===== src/plac_pkg.sv =====
package plac_pkg;

  localparam int TABLE_DEPTH_DEF = 16;

  localparam int ENTRY_INDEX_W = 4;
  localparam int RAW_W = 16;
  localparam int ORIGIN_W = 24;
  localparam int STEP_W = 16;
  localparam int USED_W = 5;
  localparam int CAL_W = 32;
  localparam int FRAC_BITS = 8;

  // base never exceeds origin plus 29 steps, so 26 bits cover every depth
  localparam int BASE_W = 26;
  localparam int ACC_W = CAL_W + 3;

  localparam int QUOT_W = 32;
  localparam int DIV_STEP_BITS = 4;

  localparam int CFG_INDEX_W = 2;
  localparam int CFG_DATA_W = 24;
  localparam logic [CFG_INDEX_W-1:0] CFG_ORIGIN = 2'd0;
  localparam logic [CFG_INDEX_W-1:0] CFG_STEP = 2'd1;
  localparam logic [CFG_INDEX_W-1:0] CFG_USED = 2'd2;

  localparam logic [ORIGIN_W-1:0] ORIGIN_RESET = 24'd0;
  localparam logic [STEP_W-1:0] STEP_RESET = 16'd256;
  localparam logic [USED_W-1:0] USED_RESET = 5'd6;

  localparam logic KIND_WRITE = 1'b0;
  localparam logic KIND_CONV = 1'b1;

  typedef enum logic [1:0] {
    ST_INTERP = 2'd0,
    ST_PASS = 2'd1,
    ST_FLAT = 2'd2,
    ST_SAT = 2'd3
  } status_t;

  typedef struct packed {
    status_t st;
    logic neg;
    logic [BASE_W-1:0] base;
  } side_t;

endpackage


===== src/plac_table.sv =====
module plac_table #(
  parameter int TABLE_DEPTH = plac_pkg::TABLE_DEPTH_DEF,
  localparam int IDX_W = $clog2(TABLE_DEPTH),
  localparam int CNT_W = $clog2(TABLE_DEPTH + 1)
) (
  input  logic clk,
  input  logic rst,
  input  logic en,
  input  logic in_valid,
  input  logic in_kind,
  input  logic [plac_pkg::ENTRY_INDEX_W-1:0] in_index,
  input  logic [plac_pkg::RAW_W-1:0] in_value,
  input  logic [plac_pkg::RAW_W-1:0] in_sample,
  input  logic [plac_pkg::USED_W-1:0] used_entries,
  output logic sel_valid,
  output logic sel_pass,
  output logic [IDX_W-1:0] sel_index,
  output logic [plac_pkg::RAW_W-1:0] sel_lo,
  output logic [plac_pkg::RAW_W-1:0] sel_hi,
  output logic [plac_pkg::RAW_W-1:0] sel_sample
);
  import plac_pkg::*;

  localparam int WX_W = IDX_W + ENTRY_INDEX_W;

  logic [RAW_W-1:0] tbl [TABLE_DEPTH];
  logic [WX_W-1:0] wr_ext;
  logic [7:0] used_ext;
  logic [CNT_W-1:0] n;

  logic [TABLE_DEPTH-1:0] ge_c;
  logic pass_c;
  logic v1;
  logic pass1;
  logic [TABLE_DEPTH-1:0] ge1;
  logic [RAW_W-1:0] smp1;
  logic [IDX_W-1:0] idx_c;

  assign wr_ext = WX_W'(in_index);

  always_ff @(posedge clk) begin
    if (en && in_valid && in_kind == KIND_WRITE && wr_ext < WX_W'(TABLE_DEPTH)) begin
      tbl[wr_ext[IDX_W-1:0]] <= in_value;
    end
  end

  // clamp the entry count to 2..TABLE_DEPTH
  always_comb begin
    used_ext = 8'(used_entries);
    if (used_ext < 8'd2) begin
      n = CNT_W'(2);
    end else if (used_ext > 8'(TABLE_DEPTH)) begin
      n = CNT_W'(TABLE_DEPTH);
    end else begin
      n = CNT_W'(used_ext);
    end
  end

  always_comb begin
    for (int j = 0; j < TABLE_DEPTH; j++) begin
      ge_c[j] = (tbl[j] >= in_sample) && (CNT_W'(j) < n);
    end
    pass_c = in_sample <= tbl[0];
  end

  always_ff @(posedge clk) begin
    if (rst) begin
      v1 <= 1'b0;
    end else if (en) begin
      v1 <= in_valid && in_kind == KIND_CONV;
    end
  end

  always_ff @(posedge clk) begin
    if (en) begin
      pass1 <= pass_c;
      ge1 <= ge_c;
      smp1 <= in_sample;
    end
  end

  // first qualifying entry from index 1 up, else the last one in use
  always_comb begin
    idx_c = IDX_W'(n - CNT_W'(1));
    for (int j = TABLE_DEPTH - 1; j >= 1; j--) begin
      if (ge1[j]) begin
        idx_c = IDX_W'(j);
      end
    end
  end

  always_ff @(posedge clk) begin
    if (rst) begin
      sel_valid <= 1'b0;
    end else if (en) begin
      sel_valid <= v1;
    end
  end

  always_ff @(posedge clk) begin
    if (en) begin
      sel_pass <= pass1;
      sel_index <= idx_c;
      sel_lo <= tbl[idx_c - IDX_W'(1)];
      sel_hi <= tbl[idx_c];
      sel_sample <= smp1;
    end
  end

endmodule


===== src/plac_div.sv =====
module plac_div (
  input  logic clk,
  input  logic rst,
  input  logic en,
  input  logic in_valid,
  input  logic [plac_pkg::QUOT_W-1:0] in_num,
  input  logic [plac_pkg::RAW_W-1:0] in_den,
  input  plac_pkg::side_t in_side,
  output logic out_valid,
  output logic [plac_pkg::QUOT_W-1:0] out_quot,
  output plac_pkg::side_t out_side
);
  import plac_pkg::*;

  localparam int NST = QUOT_W / DIV_STEP_BITS;

  logic vld [NST];
  logic [RAW_W-1:0] rem [NST];
  logic [QUOT_W-1:0] qn [NST];
  logic [RAW_W-1:0] den [NST];
  side_t sd [NST];

  for (genvar s = 0; s < NST; s++) begin : g_stage
    logic cur_vld;
    logic [RAW_W-1:0] cur_rem;
    logic [QUOT_W-1:0] cur_qn;
    logic [RAW_W-1:0] cur_den;
    side_t cur_sd;
    logic [RAW_W-1:0] rem_c;
    logic [QUOT_W-1:0] qn_c;
    logic [RAW_W:0] r;

    if (s == 0) begin : g_first
      assign cur_vld = in_valid;
      assign cur_rem = '0;
      assign cur_qn = in_num;
      assign cur_den = in_den;
      assign cur_sd = in_side;
    end else begin : g_next
      assign cur_vld = vld[s-1];
      assign cur_rem = rem[s-1];
      assign cur_qn = qn[s-1];
      assign cur_den = den[s-1];
      assign cur_sd = sd[s-1];
    end

    // shift numerator bits into the remainder, quotient bits in at the bottom
    always_comb begin
      rem_c = cur_rem;
      qn_c = cur_qn;
      r = '0;
      for (int b = 0; b < DIV_STEP_BITS; b++) begin
        r = {rem_c, qn_c[QUOT_W-1]};
        qn_c = {qn_c[QUOT_W-2:0], 1'b0};
        if (r >= {1'b0, cur_den}) begin
          rem_c = RAW_W'(r - {1'b0, cur_den});
          qn_c[0] = 1'b1;
        end else begin
          rem_c = r[RAW_W-1:0];
        end
      end
    end

    always_ff @(posedge clk) begin
      if (rst) begin
        vld[s] <= 1'b0;
      end else if (en) begin
        vld[s] <= cur_vld;
      end
    end

    always_ff @(posedge clk) begin
      if (en) begin
        rem[s] <= rem_c;
        qn[s] <= qn_c;
        den[s] <= cur_den;
        sd[s] <= cur_sd;
      end
    end
  end

  assign out_valid = vld[NST-1];
  assign out_quot = qn[NST-1];
  assign out_side = sd[NST-1];

endmodule


===== src/piecewise_linear_adc_calibration.sv =====
// Piecewise-linear ADC calibration. A request with tuser 0 writes one table
// entry (a raw reading per evenly spaced true value); a request with tuser 1
// converts a raw sample and yields one result: the calibrated value with 8
// fraction bits and a status (interpolated, passthrough, flat segment,
// saturated). The block takes one request per cycle while the output is not
// stalled; a conversion's result passes through the input register, the entry
// compare, the segment select, the multiply stage, a divider pipelined over 8
// stages of 4 quotient bits and the output register.
// All stages move together, so a stalled output holds the whole pipeline.
// A table entry that a conversion reads must have been written first.
module piecewise_linear_adc_calibration #(
  parameter int TABLE_DEPTH = plac_pkg::TABLE_DEPTH_DEF
) (
  input  logic clk,
  input  logic rst,
  input  logic s_tvalid,
  output logic s_tready,
  // entry_index [3:0], entry_value [19:4], sample [35:20], zero [39:36]
  input  logic [39:0] s_tdata,
  // kind [0]
  input  logic [0:0] s_tuser,
  output logic m_tvalid,
  input  logic m_tready,
  // calibrated [31:0]
  output logic [31:0] m_tdata,
  // status [1:0]
  output logic [1:0] m_tuser,
  input  logic cfg_we,
  input  logic [plac_pkg::CFG_INDEX_W-1:0] cfg_index,
  input  logic [plac_pkg::CFG_DATA_W-1:0] cfg_data
);
  import plac_pkg::*;

  localparam int IDX_W = $clog2(TABLE_DEPTH);

  logic [ORIGIN_W-1:0] origin_value;
  logic [STEP_W-1:0] step_value;
  logic [USED_W-1:0] used_entries;

  logic adv;

  logic v0;
  logic kind0;
  logic [ENTRY_INDEX_W-1:0] idx0;
  logic [RAW_W-1:0] val0;
  logic [RAW_W-1:0] smp0;

  logic sel_valid;
  logic sel_pass;
  logic [IDX_W-1:0] sel_index;
  logic [RAW_W-1:0] sel_lo;
  logic [RAW_W-1:0] sel_hi;
  logic [RAW_W-1:0] sel_sample;

  logic signed [RAW_W:0] d_c;
  logic [RAW_W-1:0] den_c;
  side_t side_c;
  logic [BASE_W-1:0] seg_c;

  logic v3;
  logic [QUOT_W-1:0] num3;
  logic [RAW_W-1:0] den3;
  side_t side3;

  logic dv;
  logic [QUOT_W-1:0] quot;
  side_t dside;

  logic signed [ACC_W-1:0] acc_c;
  logic [CAL_W-1:0] cal_next;
  status_t st_next;

  always_ff @(posedge clk) begin
    if (rst) begin
      origin_value <= ORIGIN_RESET;
      step_value <= STEP_RESET;
      used_entries <= USED_RESET;
    end else if (cfg_we) begin
      case (cfg_index)
        CFG_ORIGIN: origin_value <= cfg_data[ORIGIN_W-1:0];
        CFG_STEP: step_value <= cfg_data[STEP_W-1:0];
        CFG_USED: used_entries <= cfg_data[USED_W-1:0];
        default: ;
      endcase
    end
  end

  assign adv = !m_tvalid || m_tready;
  assign s_tready = adv;

  always_ff @(posedge clk) begin
    if (rst) begin
      v0 <= 1'b0;
    end else if (adv) begin
      v0 <= s_tvalid;
    end
  end

  always_ff @(posedge clk) begin
    if (adv) begin
      kind0 <= s_tuser[0];
      idx0 <= s_tdata[3:0];
      val0 <= s_tdata[19:4];
      smp0 <= s_tdata[35:20];
    end
  end

  plac_table #(
    .TABLE_DEPTH(TABLE_DEPTH)
  ) u_table (
    .clk(clk),
    .rst(rst),
    .en(adv),
    .in_valid(v0),
    .in_kind(kind0),
    .in_index(idx0),
    .in_value(val0),
    .in_sample(smp0),
    .used_entries(used_entries),
    .sel_valid(sel_valid),
    .sel_pass(sel_pass),
    .sel_index(sel_index),
    .sel_lo(sel_lo),
    .sel_hi(sel_hi),
    .sel_sample(sel_sample)
  );

  // segment slope sign and size, base of the segment
  always_comb begin
    d_c = $signed({1'b0, sel_hi}) - $signed({1'b0, sel_lo});
    den_c = d_c[RAW_W] ? RAW_W'(-d_c) : d_c[RAW_W-1:0];
    seg_c = BASE_W'(origin_value) + BASE_W'((sel_index - IDX_W'(1)) * step_value);
    side_c.neg = d_c[RAW_W];
    if (sel_pass) begin
      side_c.st = ST_PASS;
      side_c.base = BASE_W'({sel_sample, {FRAC_BITS{1'b0}}});
    end else if (d_c == '0) begin
      side_c.st = ST_FLAT;
      side_c.base = seg_c;
    end else begin
      side_c.st = ST_INTERP;
      side_c.base = seg_c;
    end
  end

  always_ff @(posedge clk) begin
    if (rst) begin
      v3 <= 1'b0;
    end else if (adv) begin
      v3 <= sel_valid;
    end
  end

  always_ff @(posedge clk) begin
    if (adv) begin
      num3 <= (sel_sample - sel_lo) * step_value;
      den3 <= den_c;
      side3 <= side_c;
    end
  end

  plac_div u_div (
    .clk(clk),
    .rst(rst),
    .en(adv),
    .in_valid(v3),
    .in_num(num3),
    .in_den(den3),
    .in_side(side3),
    .out_valid(dv),
    .out_quot(quot),
    .out_side(dside)
  );

  always_comb begin
    if (dside.neg) begin
      acc_c = $signed(ACC_W'(dside.base)) - $signed(ACC_W'(quot));
    end else begin
      acc_c = $signed(ACC_W'(dside.base)) + $signed(ACC_W'(quot));
    end
    case (dside.st)
      ST_PASS: begin
        cal_next = CAL_W'(dside.base);
        st_next = ST_PASS;
      end
      ST_FLAT: begin
        cal_next = '1;
        st_next = ST_FLAT;
      end
      default: begin
        if (acc_c < 0) begin
          cal_next = '0;
          st_next = ST_SAT;
        end else if (acc_c[ACC_W-1:CAL_W] != '0) begin
          cal_next = '1;
          st_next = ST_SAT;
        end else begin
          cal_next = acc_c[CAL_W-1:0];
          st_next = ST_INTERP;
        end
      end
    endcase
  end

  always_ff @(posedge clk) begin
    if (rst) begin
      m_tvalid <= 1'b0;
    end else if (adv) begin
      m_tvalid <= dv;
    end
  end

  always_ff @(posedge clk) begin
    if (adv) begin
      m_tdata <= cal_next;
      m_tuser <= st_next;
    end
  end

endmodule

===== config.mk =====
export PLATFORM = sky130hd
export DESIGN_NAME = piecewise_linear_adc_calibration
export DESIGN_NICKNAME = d
export VERILOG_FILES = /design/src/plac_pkg.sv /design/src/plac_table.sv /design/src/plac_div.sv /design/src/piecewise_linear_adc_calibration.sv
export SDC_FILE = /design/constraint.sdc
export NUM_CORES = 2
export LEC_CHECK = 0
export BUFFER_PORTS_ARGS = -buffer_cell sky130_fd_sc_hd__clkbuf_2
export CORE_MARGIN = 8
export CORE_UTILIZATION = 30
export DETAILED_ROUTE_END_ITERATION = 10
export GPL_TIMING_DRIVEN = 0
export HOLD_SLACK_MARGIN = 0.03
export PLACE_DENSITY = 0.54
export SYNTH_ARGS = -nofsm -noshare
export SYNTH_HDL_FRONTEND = slang
export SYNTH_SLANG_ARGS = --single-unit

===== constraint.sdc =====
create_clock -name clk -period 23.9 [get_ports clk]
set_input_delay 3.585 -clock clk [delete_from_list [all_inputs] [get_ports clk]]
set_output_delay 3.585 -clock clk [all_outputs]
set_load 0.005 [all_outputs]

# Word level (Yosys, flattened, before mapping)
# Memory sizes are Yosys's and may differ from the RTL's. A register that Yosys moved wholly into a read port is not among the register bits.
# Index checks and enable logic that the tools add are counted.
# totals
mem_bits_rw	1008
n_memories	6
input_bits	72
ff_bits	251
# classes
reduce_logical	28
addsub	41
n_mul	2
n_eq_ne	4
muxes	107
order_cmp	69
n_bitwise	9
# mem_list
name	words	word_bits	rd	rd_clocked_by_memory_dff	wr	line_no	source
u_div.qn	8	32	8	0	8	plac_div.sv:19	logic [QUOT_W-1:0] qn [NST];
u_table.tbl	16	16	18	2	1	plac_table.sv:26	logic [RAW_W-1:0] tbl [TABLE_DEPTH];
u_div.sd	8	29	8	0	8	plac_div.sv:21	side_t sd [NST];
u_div.den	8	16	7	0	8	plac_div.sv:20	logic [RAW_W-1:0] den [NST];
u_div.rem	8	16	7	0	8	plac_div.sv:18	logic [RAW_W-1:0] rem [NST];
u_div.vld	8	1	8	1	8	plac_div.sv:17	logic vld [NST];
# op_table
op	n
$mux 16	33
$ge 17x16->1	31
$sub 16x16->16	31
$ge 16x16->1	16
$mux 32	2
$pmux 32 s2	1
$mux 4	15
$mux 1	48
$lt 4x5->1 const A	8
$lt 35x1->1 const B	1
$mux 35	1
$sub 16x16->17	2
$add 26x32->33	1
$sub 26x32->33	1
$mul 17x17->32	1
$add 25x22->26	1
$mux 24	1
$mul 5x17->22	1
$logic_and 1x1->1	20
$lt 3x5->1 const A	4
$logic_not 17->1	1
$ge 1x16->1	1
$le 16x16->1	1
$neg 16->16	1
other kinds (20)	37

# Logic depth before layout (Yosys ltp)
# depth
depth_word	20
depth_mapped	52
mapped_depth_nobuf	48

# Hierarchy
# Synthesis repeated with hierarchy kept, for this count alone.
# unflattened
cells_unflattened	9424
hier_area_um2	97379.6
# modules_own_cells
module	seq_area_each_um2	n_inst	cells_per_inst	area_per_inst_um2
plac_div	21620.7	1	4531	49172.2
piecewise_linear_adc_calibration	5405.2	1	2894	26022.5
plac_table	10279.9	1	1999	22185.0

# Worst setup path after synthesis
# Ideal clock, no wire load.
# synth_timing
path_kind	input to output
start	in m_tready
end	out s_tready
t_required_ps	20315
setup_slack_ps	-1660
n_path_buf	1
arrival_time_ps	21975
path_stages	3
cell_sequence	nor2b_1 > clkbuf_1 > inv_1
# synth_via
elab_chain_len	1
# synth_lines
element	line_no	source
start: declaration	piecewise_linear_adc_calibration.sv:23	input logic m_tready,
$logic_or 1x1->1	piecewise_linear_adc_calibration.sv:88	assign adv = !m_tvalid || m_tready;
end: declaration	piecewise_linear_adc_calibration.sv:17	output logic s_tready,
# No other way between the ends.

==> results.py <==
metrics = {
    "synth": {
        "syn_inst": 8851,
        "ys_async_sr_fraction_pct": 0,
        "synth_area_leaders": "edfxtp_1 39%, ha_1 13%, fa_1 7.7%, inv_1 3.4%, a21oi_1 3.2%",
        "ys_ff_latch": 1259,
        "yosysTopAreaCell": "edfxtp_1",
        "synth_area_sq_um": 94230,
        "ys.flop_type": "edfxtp_1",
        "synth_most_common_cell": "edfxtp_1",
        "avgSynthCellArea_sq_um": 10.65,
        "synth_commonest_cells": "1209 x edfxtp_1, 988 x ha_1, 858 x inv_1",
        "ys_seq_area_share_pct": 39.59,
        "synth.top_cell.area_share_pct": 38.53,
        "yosys_warnings": 0,
        "synth_edf_count": 1209,
        "synth_cell_types": 102,
        "synth.net_count": 10270,
    },
    "timing": {
        "setup_tns_ns": 0,
        "max_slew_margin_pct": 3.786,
        "finClkSkew_ns": 0.05807,
        "finalCriticalPeriod_ns": 13.69,
        "max_slew.worst_pin.slew_ns": 1.435,
        "rsz0062_at_grt": "false",
        "finalSetupViolCount": 0,
        "whs_ns": 0.3603,
        "maxClockFrequency_mhz": 73.03,
        "post-route-period-util_pct": 57.30,
        "final-hold-violation-count": 0,
        "slew_viol_final": 0,
    },
    "clocking": {
        "insertion_delay_ns": 0.83,
        "cts_resized": 0,
        "cts-root-buf": "clkbuf_16",
        "numCtsBuffers": 154,
        "cts_tree": "yes",
        "clk_pin_slew_ns": 0.06,
        "clkSinkCount": 1259,
        "postCtsSetupRepairBufs": 0,
        "cts-hold-fix-buffers": 0,
        "htree_levels": 4,
        "ctsLongestPathBuffers": 4,
    },
    "setup_path": {
        "criticalPathCategory": "flip-flop to flip-flop",
        "worst_setup_path_start_kind": "flip-flop",
        "path_common_cell": "a21oi_1",
        "crit_fanout": 10,
        "ff2ff_setup_slack_ns": 10.21,
        "worst_path_max_delay_cell": "o21ai_2",
        "worstPathRequired_ns": 24.41,
        "arrival_ns": 14.20,
        "endpoint_kind": "flip-flop",
        "max_stage_delay_ns": 0.61,
    },
    "outcome": {
        "status": "finished, final reports clean",
    },
    "drt": {
        "wl_met2_um": 122500,
        "wl_met1_um": 119900,
        "routed.top_layer": "met5",
        "routed_via_density": 5.123,
        "initialDrtViolationCount": 4865,
        "ant_nets": 0,
        "wl_met3_um": 14960,
        "first_pass_iters": 6,
        "wl_per_cell_um": 19.85,
        "totalWireLength_um": 265900,
        "route.detailed.drc": 0,
        "dr_total_vias": 68650,
    },
    "placed_design": {
        "place_area_sq_um": 100700,
        "placement.io_buffers": 102,
        "hpwl_um": 215100,
        "place_congestion": 0.9069,
    },
    "layout": {
        "drive_above_1_share_pct": 8.374,
        "syn2layout_area_growth_pct": 11.99,
        "nets": 10570,
        "fillers": 31230,
        "post-route-cell-area_sq_um": 105500,
    },
    "die": {
        "start_util_pct": 30.19,
        "die-height_um": 576.4,
        "rows": 205,
        "die_x_um": 576.4,
        "fp.coreArea_sq_um": 312200,
        "dieArea_sq_um": 332300,
        "io-pin-count": 108,
    },
    "global_routing": {
        "gr-total-overflow": 0,
        "grt_first_pass_wirelength_um": 404600,
        "grt_usage_pct": 15.41,
        "grt_pass1_vias": 68810,
        "antenna_found_initial": 30,
        "grt_max_degree": 46,
    },
    "worst_hold_path": {
        "min_path_type": "flip-flop to flip-flop",
    },
    "job": {
        "drv_cap": 0,
    },
}
-- cell families (layout without fill, tap and decap cells) --
family / after synthesis / after routing / synth area share, %
other: 0 / 5 / 0
flip-flops: 1259 / 1259 / 39.59
multiplexers: 392 / 392 / 5.546
XOR/XNOR: 456 / 456 / 4.238
buffers and inverters: 1107 / 1511 / 4.454
AND/OR/NAND/NOR: 2282 / 2282 / 11.64
adder cells (fa/ha/maj): 1351 / 1351 / 20.83
AO/OA/AOI/OAI: 2004 / 2004 / 13.70
-- worst max-delay path: cells and delay by family (launching register included) --
kind	cells	cell delay, ns
AO/OA/AOI/OAI	27	7.08
adder cells (fa/ha/maj)	4	1.30
buffers and inverters	9	2.69
flip-flops	1	0.51
AND/OR/NAND/NOR	9	1.80
-- flip-flops by register name, indices dropped and copies added (netlist names), 24 cells and up --
register,count
side3,29
u_div.den,112
u_div.qn,256
m_tdata,32
u_table.tbl,256
u_div.rem,112
num3,32
u_div.sd,232
origin_value,24
-- area by class of cell --
class / instances / area, sq um / area share (%)
Antenna cell: 5 / 12.51 / 0.01186
Buffer: 237 / 930.9 / 0.8822
Clock buffer: 183 / 4004 / 3.794
Clock inverter: 80 / 832.0 / 0.7885
Inverter: 870 / 3269 / 3.098
Multi-Input combinational cell: 6485 / 52780 / 50.02
Sequential cell: 1259 / 37310 / 35.35
Tap cell: 4140 / 5180 / 4.909
Timing Repair Buffer: 141 / 1206 / 1.143
-- worst paths after layout --
kind / to / depth (start not counted) / start
worst max register to register: u_div.rem[1][7] / 49 / u_div.den[0][1]
worst min register to register: u_div.sd[1][32] / 0 / u_div.sd[1][3]
worst min-delay path: u_div.sd[1][32] / 0 / u_div.sd[1][3]
worst max-delay path: u_div.rem[1][7] / 49 / u_div.den[0][1]
-- layout by cell type (no fill, tap or decap), drive strengths merged, types with 24 or more instances in the layout --
cell and count:
buf 72, a211o 24, inv 879, o221ai 55, a31oi 67, nand4 87, nor2b 148, or3 53
o21bai 47, and3 47, a21oi 596, o21ai 422, xor2 135, a21o 219, a21boi 30, nor4 38
o211ai 97, nor2 514, nand2 703, xnor2 321, mux2i 93, clkbuf 489, and2 135, a211oi 70
clkinv 52, o21a 96, mux2 219, fa 363, nand3 155, ha 988, o31ai 44, o22ai 27
edfxtp 1209, dfxtp 50, nand2b 123, mux4 80, nor3 177
-- layer usage --
layer / GRT usage (%) / up-vias
li1: - / 32820
met1: 20.56 / 33410
met2: 25.62 / 1948
met3: 2.552 / 446
met4: 4.692 / 28
met5: 0 / -
-- metrics by stage --
step	setup slack [ns]	utilization, %	std cells
floorplan	5.110	-	8851
global placement	-1.668	32.01	13090
detailed placement	10.31	32.25	13130
finish	10.21	33.81	13400
global route	8.787	33.80	13400
CTS	10.24	33.80	13400
Power is not shown: default switching activity piles up to over one toggle a cycle in this logic, so the estimate is an artifact.
